==> src/rtl/dls_pkg.sv <==
// ----------------------------------------------------------------------------
// dls_pkg: shared constants for the log2-by-squaring core
// Sequencer state codes, IEEE double field constants and the sqrt(0.5) bound.
// ----------------------------------------------------------------------------
package dls_pkg;

    localparam int FRAC_W = 52;
    localparam int EXP_W  = 11;
    localparam int MANT_W = FRAC_W + 1;
    localparam int PROD_W = 2 * MANT_W;
    localparam int HI_W   = 27;
    localparam int LO_W   = MANT_W - HI_W;
    localparam int CNT_W  = 6;

    localparam logic [63:0]       HALF_BITS      = 64'h3fe0_0000_0000_0000;
    localparam logic [63:0]       MINUS_ONE_BITS = 64'hbff0_0000_0000_0000;
    localparam logic [63:0]       HIDDEN_BIT     = 64'h0010_0000_0000_0000;
    localparam logic [63:0]       POS_INF_BITS   = 64'h7ff0_0000_0000_0000;
    localparam logic [MANT_W-1:0] SQRT_HALF_MANT = 53'h16a09e667f3bcc;
    localparam logic [EXP_W-1:0]  BIAS_LESS_ONE  = 11'h3fe;
    localparam logic [EXP_W-1:0]  EXP_MAX        = 11'h7ff;
    localparam logic [CNT_W-1:0]  LEAD_LIMIT     = 6'd53;
    localparam logic [CNT_W-1:0]  TOP_BIT_IDX    = 6'd52;

    typedef logic [2:0] t_state;
    localparam t_state ST_IDLE = 3'd0;
    localparam t_state ST_DEC  = 3'd1;
    localparam t_state ST_MUL  = 3'd2;
    localparam t_state ST_NORM = 3'd3;
    localparam t_state ST_FIN  = 3'd4;

endpackage

==> src/rtl/dls_if.sv <==
// ----------------------------------------------------------------------------
// dls_x_if / dls_log_if: request channels of the log2-by-squaring core
// Valid/ready handshake carrying one IEEE double bit pattern.
// ----------------------------------------------------------------------------
interface dls_x_if;
    logic        valid;
    logic        ready;
    logic [63:0] x_bits;
    modport source (output valid, output x_bits, input ready);
    modport sink   (input valid, input x_bits, output ready);
endinterface

interface dls_log_if;
    logic        valid;
    logic        ready;
    logic [63:0] log_bits;
    modport source (output valid, output log_bits, input ready);
    modport sink   (input valid, input log_bits, output ready);
endinterface

==> src/rtl/double_log2_by_squaring_core.sv <==
// ----------------------------------------------------------------------------
// double_log2_by_squaring_core: log2 of a double in [0.5,1) by squaring
// Exactly one half skips squaring and goes straight to the result; otherwise each
// squaring runs decide, 4 multiply phases on one shared 27x27 multiplier and
// round/normalise, with up to 106 squarings per request.
// Flow: one request in flight; the next is taken after its result loads.
// Reset (synchronous, active low) returns the sequencer to idle, no result.
// ----------------------------------------------------------------------------
module double_log2_by_squaring_core (
    input  logic     i_clk,
    input  logic     i_rst_n,
    dls_x_if.sink    i_x,
    dls_log_if.source o_log
);

    dls_pkg::t_state r_state, n_state;
    logic [63:0]                  r_x, n_x;
    logic [dls_pkg::CNT_W-1:0]    r_cnt, n_cnt;
    logic [dls_pkg::CNT_W-1:0]    r_k, n_k;
    logic                         r_lead, n_lead;
    logic                         r_dbl, n_dbl;
    logic                         r_half, n_half;
    logic [dls_pkg::MANT_W-1:0]   r_bits, n_bits;
    logic [1:0]                   r_ph, n_ph;
    logic [53:0]                  r_prod, n_prod;
    logic [dls_pkg::PROD_W-1:0]   r_p, n_p;
    logic [63:0]                  r_out, n_out;
    logic                         r_ov, n_ov;

    logic [dls_pkg::MANT_W-1:0] mant;
    logic [dls_pkg::HI_W-1:0]   m_hi, mul_a, mul_b;
    logic [dls_pkg::LO_W-1:0]   m_lo;
    logic                       above;

    logic                       sh;
    logic [dls_pkg::EXP_W-1:0]  ex;
    logic signed [13:0]         er;
    logic signed [13:0]         dd;
    logic [6:0]                 dsh;
    logic [6:0]                 s_m1;
    logic [dls_pkg::PROD_W-1:0] t_v;
    logic                       sticky, guard, rnd;
    logic [dls_pkg::EXP_W-1:0]  ef;
    logic [63:0]                sq;
    logic [dls_pkg::MANT_W-1:0] sum53;

    assign mant  = {1'b1, r_x[dls_pkg::FRAC_W-1:0]};
    assign m_hi  = mant[dls_pkg::MANT_W-1:dls_pkg::LO_W];
    assign m_lo  = mant[dls_pkg::LO_W-1:0];
    assign above = mant > dls_pkg::SQRT_HALF_MANT;

    always_comb begin
        mul_a = (r_ph == 2'd2) ? {1'b0, m_lo} : m_hi;
        mul_b = (r_ph == 2'd0) ? m_hi : {1'b0, m_lo};
    end

    // round and normalise the square of r_x
    always_comb begin
        sh   = r_p[dls_pkg::PROD_W-1];
        ex   = r_x[62:52];
        er   = $signed({2'b00, ex, 1'b0}) - 14'sd1023 + $signed({13'd0, sh});
        dd   = 14'sd1 - er;
        if (er > 14'sd0) begin
            dsh = 7'd0;
        end else if (dd > 14'sd55) begin
            dsh = 7'd55;
        end else begin
            dsh = dd[6:0];
        end
        s_m1   = 7'd51 + {6'd0, sh} + dsh;
        t_v    = r_p >> s_m1;
        sticky = (t_v << s_m1) != r_p;
        guard  = t_v[0];
        rnd    = guard & (sticky | t_v[1]);
        ef     = (er > 14'sd0) ? er[10:0] : '0;
        if (ex == '0) begin
            sq = '0;
        end else if (ex == dls_pkg::EXP_MAX) begin
            if (r_x[51:0] == '0) begin
                sq = dls_pkg::POS_INF_BITS;
            end else begin
                sq = {r_x[63], dls_pkg::EXP_MAX, 1'b1, r_x[50:0]};
            end
        end else if (er >= 14'sd2047) begin
            sq = dls_pkg::POS_INF_BITS;
        end else begin
            sq = {1'b0, ef, t_v[52:1]} + {63'd0, rnd};
        end
    end

    assign sum53 = {1'b0, r_bits[dls_pkg::MANT_W-1:1]} + {52'd0, r_bits[0]};

    always_comb begin
        n_state = r_state;
        n_x     = r_x;
        n_cnt   = r_cnt;
        n_k     = r_k;
        n_lead  = r_lead;
        n_dbl   = r_dbl;
        n_half  = r_half;
        n_bits  = r_bits;
        n_ph    = r_ph;
        n_prod  = r_prod;
        n_p     = r_p;
        n_out   = r_out;
        n_ov    = r_ov;
        if (o_log.ready) begin
            n_ov = 1'b0;
        end
        unique case (r_state)
            dls_pkg::ST_IDLE: begin
                if (i_x.valid) begin
                    n_x    = i_x.x_bits;
                    n_cnt  = '0;
                    n_k    = '0;
                    n_lead = 1'b1;
                    n_bits = '0;
                    n_half = i_x.x_bits == dls_pkg::HALF_BITS;
                    n_state = (i_x.x_bits == dls_pkg::HALF_BITS) ? dls_pkg::ST_FIN
                                                                 : dls_pkg::ST_DEC;
                end
            end
            dls_pkg::ST_DEC: begin
                n_ph = '0;
                if (r_lead) begin
                    if (r_cnt == dls_pkg::LEAD_LIMIT) begin
                        n_state = dls_pkg::ST_FIN;
                    end else begin
                        n_dbl   = !above;
                        if (above) begin
                            n_cnt = r_cnt + 1'b1;
                        end
                        n_state = dls_pkg::ST_MUL;
                    end
                end else begin
                    n_dbl = !above;
                    if (!above) begin
                        n_bits[r_k] = 1'b1;
                    end
                    n_state = dls_pkg::ST_MUL;
                end
            end
            dls_pkg::ST_MUL: begin
                n_prod = mul_a * mul_b;
                n_ph   = r_ph + 1'b1;
                case (r_ph)
                    2'd0: n_p = '0;
                    2'd1: n_p = r_p + ({52'd0, r_prod} << 52);
                    2'd2: n_p = r_p + ({52'd0, r_prod} << 27);
                    default: begin
                        n_p     = r_p + {52'd0, r_prod};
                        n_state = dls_pkg::ST_NORM;
                    end
                endcase
            end
            dls_pkg::ST_NORM: begin
                n_x     = sq + (r_dbl ? dls_pkg::HIDDEN_BIT : 64'd0);
                n_state = dls_pkg::ST_DEC;
                if (r_lead) begin
                    if (r_dbl) begin
                        n_lead = 1'b0;
                        n_k    = dls_pkg::TOP_BIT_IDX;
                    end
                end else if (r_k == '0) begin
                    n_state = dls_pkg::ST_FIN;
                end else begin
                    n_k = r_k - 1'b1;
                end
            end
            dls_pkg::ST_FIN: begin
                if (!r_ov || o_log.ready) begin
                    n_ov    = 1'b1;
                    n_out   = r_half ? dls_pkg::MINUS_ONE_BITS
                                     : ({1'b1, dls_pkg::BIAS_LESS_ONE - {5'd0, r_cnt}, 52'd0}
                                        | {11'd0, sum53});
                    n_state = dls_pkg::ST_IDLE;
                end
            end
            default: n_state = dls_pkg::ST_IDLE;
        endcase
    end

    always_ff @(posedge i_clk) begin
        if (!i_rst_n) begin
            r_state <= dls_pkg::ST_IDLE;
            r_ov    <= 1'b0;
        end else begin
            r_state <= n_state;
            r_ov    <= n_ov;
        end
        r_x    <= n_x;
        r_cnt  <= n_cnt;
        r_k    <= n_k;
        r_lead <= n_lead;
        r_dbl  <= n_dbl;
        r_half <= n_half;
        r_bits <= n_bits;
        r_ph   <= n_ph;
        r_prod <= n_prod;
        r_p    <= n_p;
        r_out  <= n_out;
    end

    assign i_x.ready      = r_state == dls_pkg::ST_IDLE;
    assign o_log.valid    = r_ov;
    assign o_log.log_bits = r_out;

endmodule

==> src/flat_wrapper.sv <==
// flat-port wrapper written by rule: the top's interface ports become plain ports
module double_log2_by_squaring_core_flat 
  (i_clk, i_rst_n, i_x_valid, i_x_x_bits, i_x_ready, o_log_valid, o_log_log_bits, o_log_ready);
  dls_x_if i_x_i ();
  dls_log_if o_log_i ();
  input  logic i_clk;
  input  logic i_rst_n;
  input wire logic [$bits(i_x_i.valid)-1:0] i_x_valid;
  input wire logic [$bits(i_x_i.x_bits)-1:0] i_x_x_bits;
  output wire logic [$bits(i_x_i.ready)-1:0] i_x_ready;
  output wire logic [$bits(o_log_i.valid)-1:0] o_log_valid;
  output wire logic [$bits(o_log_i.log_bits)-1:0] o_log_log_bits;
  input wire logic [$bits(o_log_i.ready)-1:0] o_log_ready;
  assign i_x_i.valid = i_x_valid;
  assign i_x_i.x_bits = i_x_x_bits;
  assign i_x_ready = i_x_i.ready;
  assign o_log_valid = o_log_i.valid;
  assign o_log_log_bits = o_log_i.log_bits;
  assign o_log_i.ready = o_log_ready;
  double_log2_by_squaring_core u_core (.i_clk(i_clk), .i_rst_n(i_rst_n), .i_x(i_x_i), .o_log(o_log_i));
endmodule
==> config.mk <==
export PLATFORM = sky130hd
export DESIGN_NAME = double_log2_by_squaring_core_flat
export DESIGN_NICKNAME = d
export VERILOG_FILES = /design/src/rtl/dls_pkg.sv /design/src/rtl/dls_if.sv /design/src/rtl/double_log2_by_squaring_core.sv /design/src/flat_wrapper.sv
export SDC_FILE = /design/constraint.sdc
export NUM_CORES = 2
export LEC_CHECK = 0
export BUFFER_PORTS_ARGS = -buffer_cell sky130_fd_sc_hd__buf_2
export CAP_MARGIN = 20
export CORE_ASPECT_RATIO = 1.5
export CORE_MARGIN = 2
export CORE_UTILIZATION = 36
export DETAILED_ROUTE_END_ITERATION = 8
export PLACE_DENSITY = 0.52
export REMOVE_ABC_BUFFERS = 1
export SYNTH_ARGS = -nofsm -noshare
export SYNTH_HDL_FRONTEND = slang
export SYNTH_SLANG_ARGS = --single-unit
export TNS_END_PERCENT = 10
==> constraint.sdc <==
create_clock -name i_clk -period 11.1 [get_ports i_clk]
set_input_delay 0.555 -clock i_clk [delete_from_list [all_inputs] [get_ports i_clk]]
set_output_delay 0.555 -clock i_clk [all_outputs]
set_load 0.01 [all_outputs]
### Yosys cells after proc, flatten, opt, wreduce, memory -nomap -nowiden

Cells that the tools add are included.

| word-level totals | value |
|---|---|
| flip-flop bits (word level) | 362 |

| operators by class | value |
|---|---|
| shift operators | 2 |
| muxes and demuxes | 47 |
| bitwise logic cells | 4 |
| equality and inequality tests | 21 |
| multiply operators | 1 |
| reduce and logical (&&, ||, !) cells | 21 |
| magnitude comparators | 6 |
| $add $sub $neg | 15 |

Operators with widths:

| operator | number |
|---|---|
| two-way mux 64 bit | 5 |
| case mux 106 bit (3 select lines) | 1 |
| two-way mux 53 bit | 4 |
| case mux 64 bit (2 select lines) | 1 |
| adder 106 bit | 1 |
| adder 106 x 54 -> 106 bit | 1 |
| adder 106 x 81 -> 106 bit | 1 |
| != test 106 bit | 1 |
| case mux 53 bit (2 select lines) | 1 |
| left shift 106 x 7 -> 106 bit | 1 |
| right shift 106 x 7 -> 106 bit | 1 |
| adder 63 x 1 -> 64 bit | 1 |
| adder 64 bit | 1 |
| equality test 64 x 62 -> 1 bit (second input constant) | 1 |
| OR 64 x 53 -> 64 bit | 1 |
| multiplier 27 x 27 -> 54 bit | 1 |
| two-way mux 27 bit | 2 |
| adder 52 x 1 -> 53 bit | 1 |
| > comparator 53 bit (second input constant) | 1 |
| OR 53 bit | 1 |
| zero test 52 bit | 1 |
| two-way mux 6 bit | 7 |
| two-way mux 3 bit | 8 |
| case mux 6 bit (2 select lines) | 2 |
| 47 further kinds | 71 |

### Longest topological paths before layout

| logic depth | value |
|---|---|
| depth in word-level cells | 18 |
| depth in mapped cells | 51 |
| mapped depth without buffers | 40 |

### Worst setup path after synthesis

Ideal clock, no wire load.

| timing | value |
|---|---|
| path type | flip-flop to flip-flop |
| from | register u_core.r_p[105] (netlist bit) |
| to | register u_core.r_x[62] (data pin) |
| library setup time | 0.266 ns |
| data arrival time | 9.769 ns |
| cell stages (with the launch flop) | 49 |
| clock period less this slack | 10.035 ns |
| setup slack | 1.065 ns |
| path through | edfxtp_1 buf_2 inv_1 ha_1 clkbuf_1 or4b_1 o31ai_2 o31a_2 nand2_1 o32a_1 buf_6 a211oi_2 buf_4 buf_6 nor2_1 o21ai_0 ha_1 ha_1 [13 not listed] and2_1 ha_1 nor4b_2 and2_1 buf_2 nand3_1 or2_2 nor2_1 nand2_1 xor2_1 a21oi_1 ha_1 ha_1 nor2b_1 nand4_1 nand4b_1 xnor2_1 o21ai_1 |

| on the way | value |
|---|---|
| longest elaborated chain between the ends | 17 |
| elaborated cells between the ends (all ways) | 21 |

RTL lines:

| element | line | RTL |
|---|---|---|
| start: declaration | double_log2_by_squaring_core.sv:26 | `logic [dls_pkg::PROD_W-1:0] r_p, n_p;` |
| start signal: assignment | double_log2_by_squaring_core.sv:200 | `r_p <= n_p;` |
| adder 14 x 2 -> 14 bit | double_log2_by_squaring_core.sv:61 | `er = $signed({2'b00, ex, 1'b0}) - 14'sd1023 + $signed({13'd0, sh});` |
| subtractor 2 x 14 -> 14 bit | double_log2_by_squaring_core.sv:62 | `dd = 14'sd1 - er;` |
| > comparator 14 x 7 -> 1 bit | double_log2_by_squaring_core.sv:65 | `end else if (dd > 14'sd55) begin` |
| two-way mux 7 bit | double_log2_by_squaring_core.sv:65 |  |
| two-way mux 7 bit | double_log2_by_squaring_core.sv:63 | `if (er > 14'sd0) begin` |
| adder 7 bit | double_log2_by_squaring_core.sv:70 | `s_m1 = 7'd51 + {6'd0, sh} + dsh;` |
| right shift 106 x 7 -> 106 bit | double_log2_by_squaring_core.sv:71 | `t_v = r_p >> s_m1;` |
| left shift 106 x 7 -> 106 bit | double_log2_by_squaring_core.sv:72 | `sticky = (t_v << s_m1) != r_p;` |
| [2 not listed] | -- |  |
| bitwise AND 1 bit | double_log2_by_squaring_core.sv:74 | `rnd = guard & (sticky \| t_v[1]);` |
| adder 63 x 1 -> 64 bit | double_log2_by_squaring_core.sv:87 | `sq = {1'b0, ef, t_v[52:1]} + {63'd0, rnd};` |
| two-way mux 64 bit * | double_log2_by_squaring_core.sv:84 | `end else if (er >= 14'sd2047) begin` |
| two-way mux 64 bit * | double_log2_by_squaring_core.sv:78 | `end else if (ex == dls_pkg::EXP_MAX) begin` |
| two-way mux 64 bit * | double_log2_by_squaring_core.sv:76 | `if (ex == '0) begin` |
| adder 64 bit * | double_log2_by_squaring_core.sv:157 | `n_x = sq + (r_dbl ? dls_pkg::HIDDEN_BIT : 64'd0);` |
| case mux 64 bit (2 select lines) * | double_log2_by_squaring_core.sv:110 | `unique case (r_state)` |
| net u_core.n_x[62] | double_log2_by_squaring_core.sv:17 | `logic [63:0] r_x, n_x;` |
| end signal: assignment | double_log2_by_squaring_core.sv:191 | `r_x <= n_x;` |
| end: declaration | double_log2_by_squaring_core.sv:17 |  |

The timed path passes the listed nets; every way through them passes the cells marked *.
A chain may end at the register's enable or synchronous reset.

### Final worst setup path

| timing | value |
|---|---|
| from | register u_core.r_x[53] |
| to | register u_core.r_x[0] (data pin) |

| on the way | value |
|---|---|
| longest elaborated chain between the ends | 18 |
| elaborated cells between the ends (all ways) | 22 |

RTL lines:

| element | line |
|---|---|
| subtractor 12 x 10 -> 13 bit | double_log2_by_squaring_core.sv:61 |
| adder 14 x 2 -> 14 bit | double_log2_by_squaring_core.sv:61 |
| subtractor 2 x 14 -> 14 bit | double_log2_by_squaring_core.sv:62 |
| > comparator 14 x 7 -> 1 bit | double_log2_by_squaring_core.sv:65 |
| two-way mux 7 bit | double_log2_by_squaring_core.sv:65 |
| two-way mux 7 bit | double_log2_by_squaring_core.sv:63 |
| adder 7 bit | double_log2_by_squaring_core.sv:70 |
| right shift 106 x 7 -> 106 bit | double_log2_by_squaring_core.sv:71 |
| [3 not listed] | -- |
| bitwise AND 1 bit | double_log2_by_squaring_core.sv:74 |
| adder 63 x 1 -> 64 bit | double_log2_by_squaring_core.sv:87 |
| two-way mux 64 bit | double_log2_by_squaring_core.sv:84 |
| two-way mux 64 bit | double_log2_by_squaring_core.sv:78 |
| two-way mux 64 bit * | double_log2_by_squaring_core.sv:76 |
| adder 64 bit * | double_log2_by_squaring_core.sv:157 |
| case mux 64 bit (2 select lines) * | double_log2_by_squaring_core.sv:110 |
| net u_core.n_x[0] | double_log2_by_squaring_core.sv:17 |

Marks and branches as above.

==> reports/qor.csv <==
metric,value,unit
gr usage total,49.9,%
First DRT Iteration DRCs,9984,
Max Slew Vio Count,0,
final worst slack,0.308,ns
CP bufs+invs,9,
clk root buf,clkbuf_16,
layout cells sized above 1,19.3,%
max incr delay on CP,0.86,ns
HP Class,input port to flip-flop,
Syn Std Cell Area,68500,um^2
Critical-path top delay cell,a2111oi_0,
DR pass1 iterations,7,
nets,10500,
die span in x,360,um
status,finished clean,
cell family with most CP delay,compound AO/OA/AOI/OAI gates,
Worst Path Max Fanout,17,
Rel. slew slack,12.1,%
Synth Instances,8517,
reg2reg path depth,39,
Post-synth ARST share,0,%
Clock Tree Buf Depth,3,
die area,194000,um^2
Crit. End Element,flip-flop,
Post-DRT Antenna Nets,0,
number of top-level pins,134,
crit-path most repeated cell,buf_4,
clk slew on worst S/H paths,0.07,ns
Final Hold Viols,0,
sequential cell area fraction in the yosys report,15.6,%
"Req. time, crit path",11.63,ns
CORE AREA,190000,um^2
top post-synthesis cells by area,"fa_1 (18%), edfxtp_1 (15%), ha_1 (6.8%)",
TritonCTS clock tree,done,
drc violations,0,
Hold WS,0.195,ns
post-synth top area cell,fa_1,
filler cell count,19300,
Row Count,196,
Hold Path Cell Cnt,2,
clock latency on the worst-skew pair,0.69,ns
detailed-route wire length per cell,40.6,um
period utilisation layout,97.2,%
Starting Density,36.1,%
first-pass GRT wire length,662000,um
vias in the first global route,77100,
Tmin final,10.79,ns
worst clock skew,0.0395,ns
initial antenna violation count,65,
Place WS,0.464,ns
via count,79000,
Hold EP,u_core.r_state[1],
HPWL after DPL,390000,um
Post-synth EDFFs,352,
WP data arrival,11.32,ns
Fmax,92.7,MHz
Crit Path Category,flip-flop to flip-flop,
Syn-to-layout area delta,20.8,%
die height,538,um
IO buf count,128,
Mapped Avg Cell Area,8.04,um^2
max-cap violations,0,
clock buffers created by TritonCTS,44,
register bit total from synthesis,356,
r2r endpoint,u_core.r_x[0],
H-tree lvl count,2,
hold_sp,i_rst_n,
Tightest Pin Transition,1.30,ns
largest net degree at the start of global routing,92,
startpoint types,flip-flop,
top cell type's share of synthesized area,18.3,%
Yosys cell types,139,
placer's final routability congestion estimate,1.14,
WL final,488000,um
Vias per Instance,6.58,
total grt overflow,0,
yosys warns,0,
Setup Buffers After CTS,0,
final setup violation count,0,
RSZ-0062 raised after global routing,false,
clock sinks,356,
R2R setup slack,0.31,ns
FF-to-FF Start,u_core.r_x[53],
Synth Flop Type,edfxtp_1,
[sequential cells by signal (all words and copies together), names as in the netlist]
name,count
u_core.r_k,6
u_core.r_prod,54
u_core.r_bits,53
u_core.r_ph,2
u_core.r_cnt,6
u_core.o_log.log_bits,59
u_core.r_dbl,1
u_core.r_lead,1
u_core.r_half,1
u_core.r_state,3
u_core.r_p,106
u_core.o_log.valid,1
u_core.r_x,63
[worst register-to-register path, delay by kind of cell, from the launching register on]
kind            cells  cell delay (ns)
compound gates     15             3.43
simple gates       12             3.37
flops               1             0.72
mux                 2             0.75
buf+inv             9             2.02
fa+ha+maj           1             0.38
[layout make-up]
type / count / area [um^2] / share of cell area, %
diodes: 49 / 123 / 0.148
clock buffers: 49 / 1120 / 1.35
well taps: 2475 / 3100 / 3.74
multi-input cells: 6857 / 53000 / 64.0
flip-flops and latches: 356 / 10700 / 12.9
clock inverters: 33 / 428 / 0.517
repair buffers: 1411 / 11400 / 13.8
inverters: 783 / 2940 / 3.56
[routing by layer]
layer / routed length [um] / up-vias / track usage [%]
met5: 152 / - / 0.515
met4: 67300 / 20 / 55.2
met3: 48900 / 2144 / 16.6
met2: 213000 / 5585 / 75.9
met1: 159000 / 39200 / 51.5
li1: - / 32100 / -
[stage by stage]
| stage | TNS, ns | std cells | area [um^2] | utilization (%) |
|---|---|---|---|---|
| floorplan | -250.37 | 7996 | 66100 | - |
| global placement | 0 | 11900 | 80800 | 42.6 |
| detailed placement | 0 | 11900 | 80800 | 42.6 |
| CTS | 0 | 11900 | 82400 | 43.4 |
| global route | 0 | 12000 | 82600 | 43.6 |
| finish | 0 | 12000 | 82700 | 43.6 |
[cell families after synthesis]
| family | Yosys count | share of synthesized area [%] |
|---|---|---|
| xor+xnor | 377 | 4.83 |
| simple gates | 3032 | 20.3 |
| mux | 326 | 5.42 |
| other cells | 2 | 0.0110 |
| flops | 356 | 15.6 |
| fa+ha+maj | 999 | 25.1 |
| buf+inv | 1307 | 7.76 |
| compound gates | 2118 | 21.0 |
[synthesized netlist by cell type (43+ instances only)]
master    number
clkbuf_1     322
inv_1        777
nor2_1       789
a22oi_1       56
and2_1        70
edfxtp_1     352
a221oi_1      61
o22ai_1       68
o211ai_1      93
ha_1         372
buf_1         65
a21oi_1      526
a211oi_1     172
mux2_2       118
nand4_1       63
mux2i_1      180
a21o_1        84
xor2_1       170
fa_1         627
buf_2         76
nor4_1        70
nand2_1     1144
or3_1         55
xnor2_1      206
o32ai_1       43
nand3_1      238
o31ai_1       48
o21ai_0      384
nor3_1       276
and3_1        96
o21a_1        60
nor2b_1       43
a31oi_1       81
[worst max path at each step]
stage / from / end / depth (start not counted)
after global routing: u_core.r_ph[0] / u_core.r_prod[50] / 37
after floorplan: u_core.r_p[105] / u_core.r_x[62] / 38
after detailed placement: u_core.r_ph[0] / u_core.r_prod[50] / 34
after CTS: u_core.r_ph[0] / u_core.r_prod[50] / 34
final: u_core.r_x[53] / u_core.r_x[0] / 39
after global placement: u_core.r_ph[0] / u_core.r_prod[50] / 37
[cells in the final DEF, fill, tap and decap left out, types with 59 or more instances in the layout]
cell | netlist | final
o21ai_0 | 384 | 379
nand2_1 | 1144 | 1143
and2_1 | 70 | 70
o211ai_1 | 93 | 93
xor2_1 | 170 | 170
buf_12 | 0 | 83
a21oi_1 | 526 | 519
nand4_1 | 63 | 63
ha_1 | 372 | 367
o21a_1 | 60 | 59
buf_4 | 37 | 1187
mux2i_1 | 180 | 173
nand3_1 | 238 | 238
xnor2_1 | 206 | 205
inv_1 | 777 | 775
mux2_2 | 118 | 118
buf_2 | 76 | 131
nor2_1 | 789 | 787
nor3_1 | 276 | 267
a211oi_1 | 172 | 164
a221oi_1 | 61 | 61
fa_1 | 627 | 627
and3_1 | 96 | 96
edfxtp_1 | 352 | 352
o22ai_1 | 68 | 68
nor4_1 | 70 | 65
a21o_1 | 84 | 84
a31oi_1 | 81 | 79
[what timing repair did]
item	in CTS	in global routing
endpoints found under the setup margin	0	3
hold buffers	0	0
hold endpoints to repair	0	0
gates resized for setup	0	3
Power is left out: the tool's default activity adds up to more than one toggle a clock period on the data nets, which glitch-free logic cannot reach.
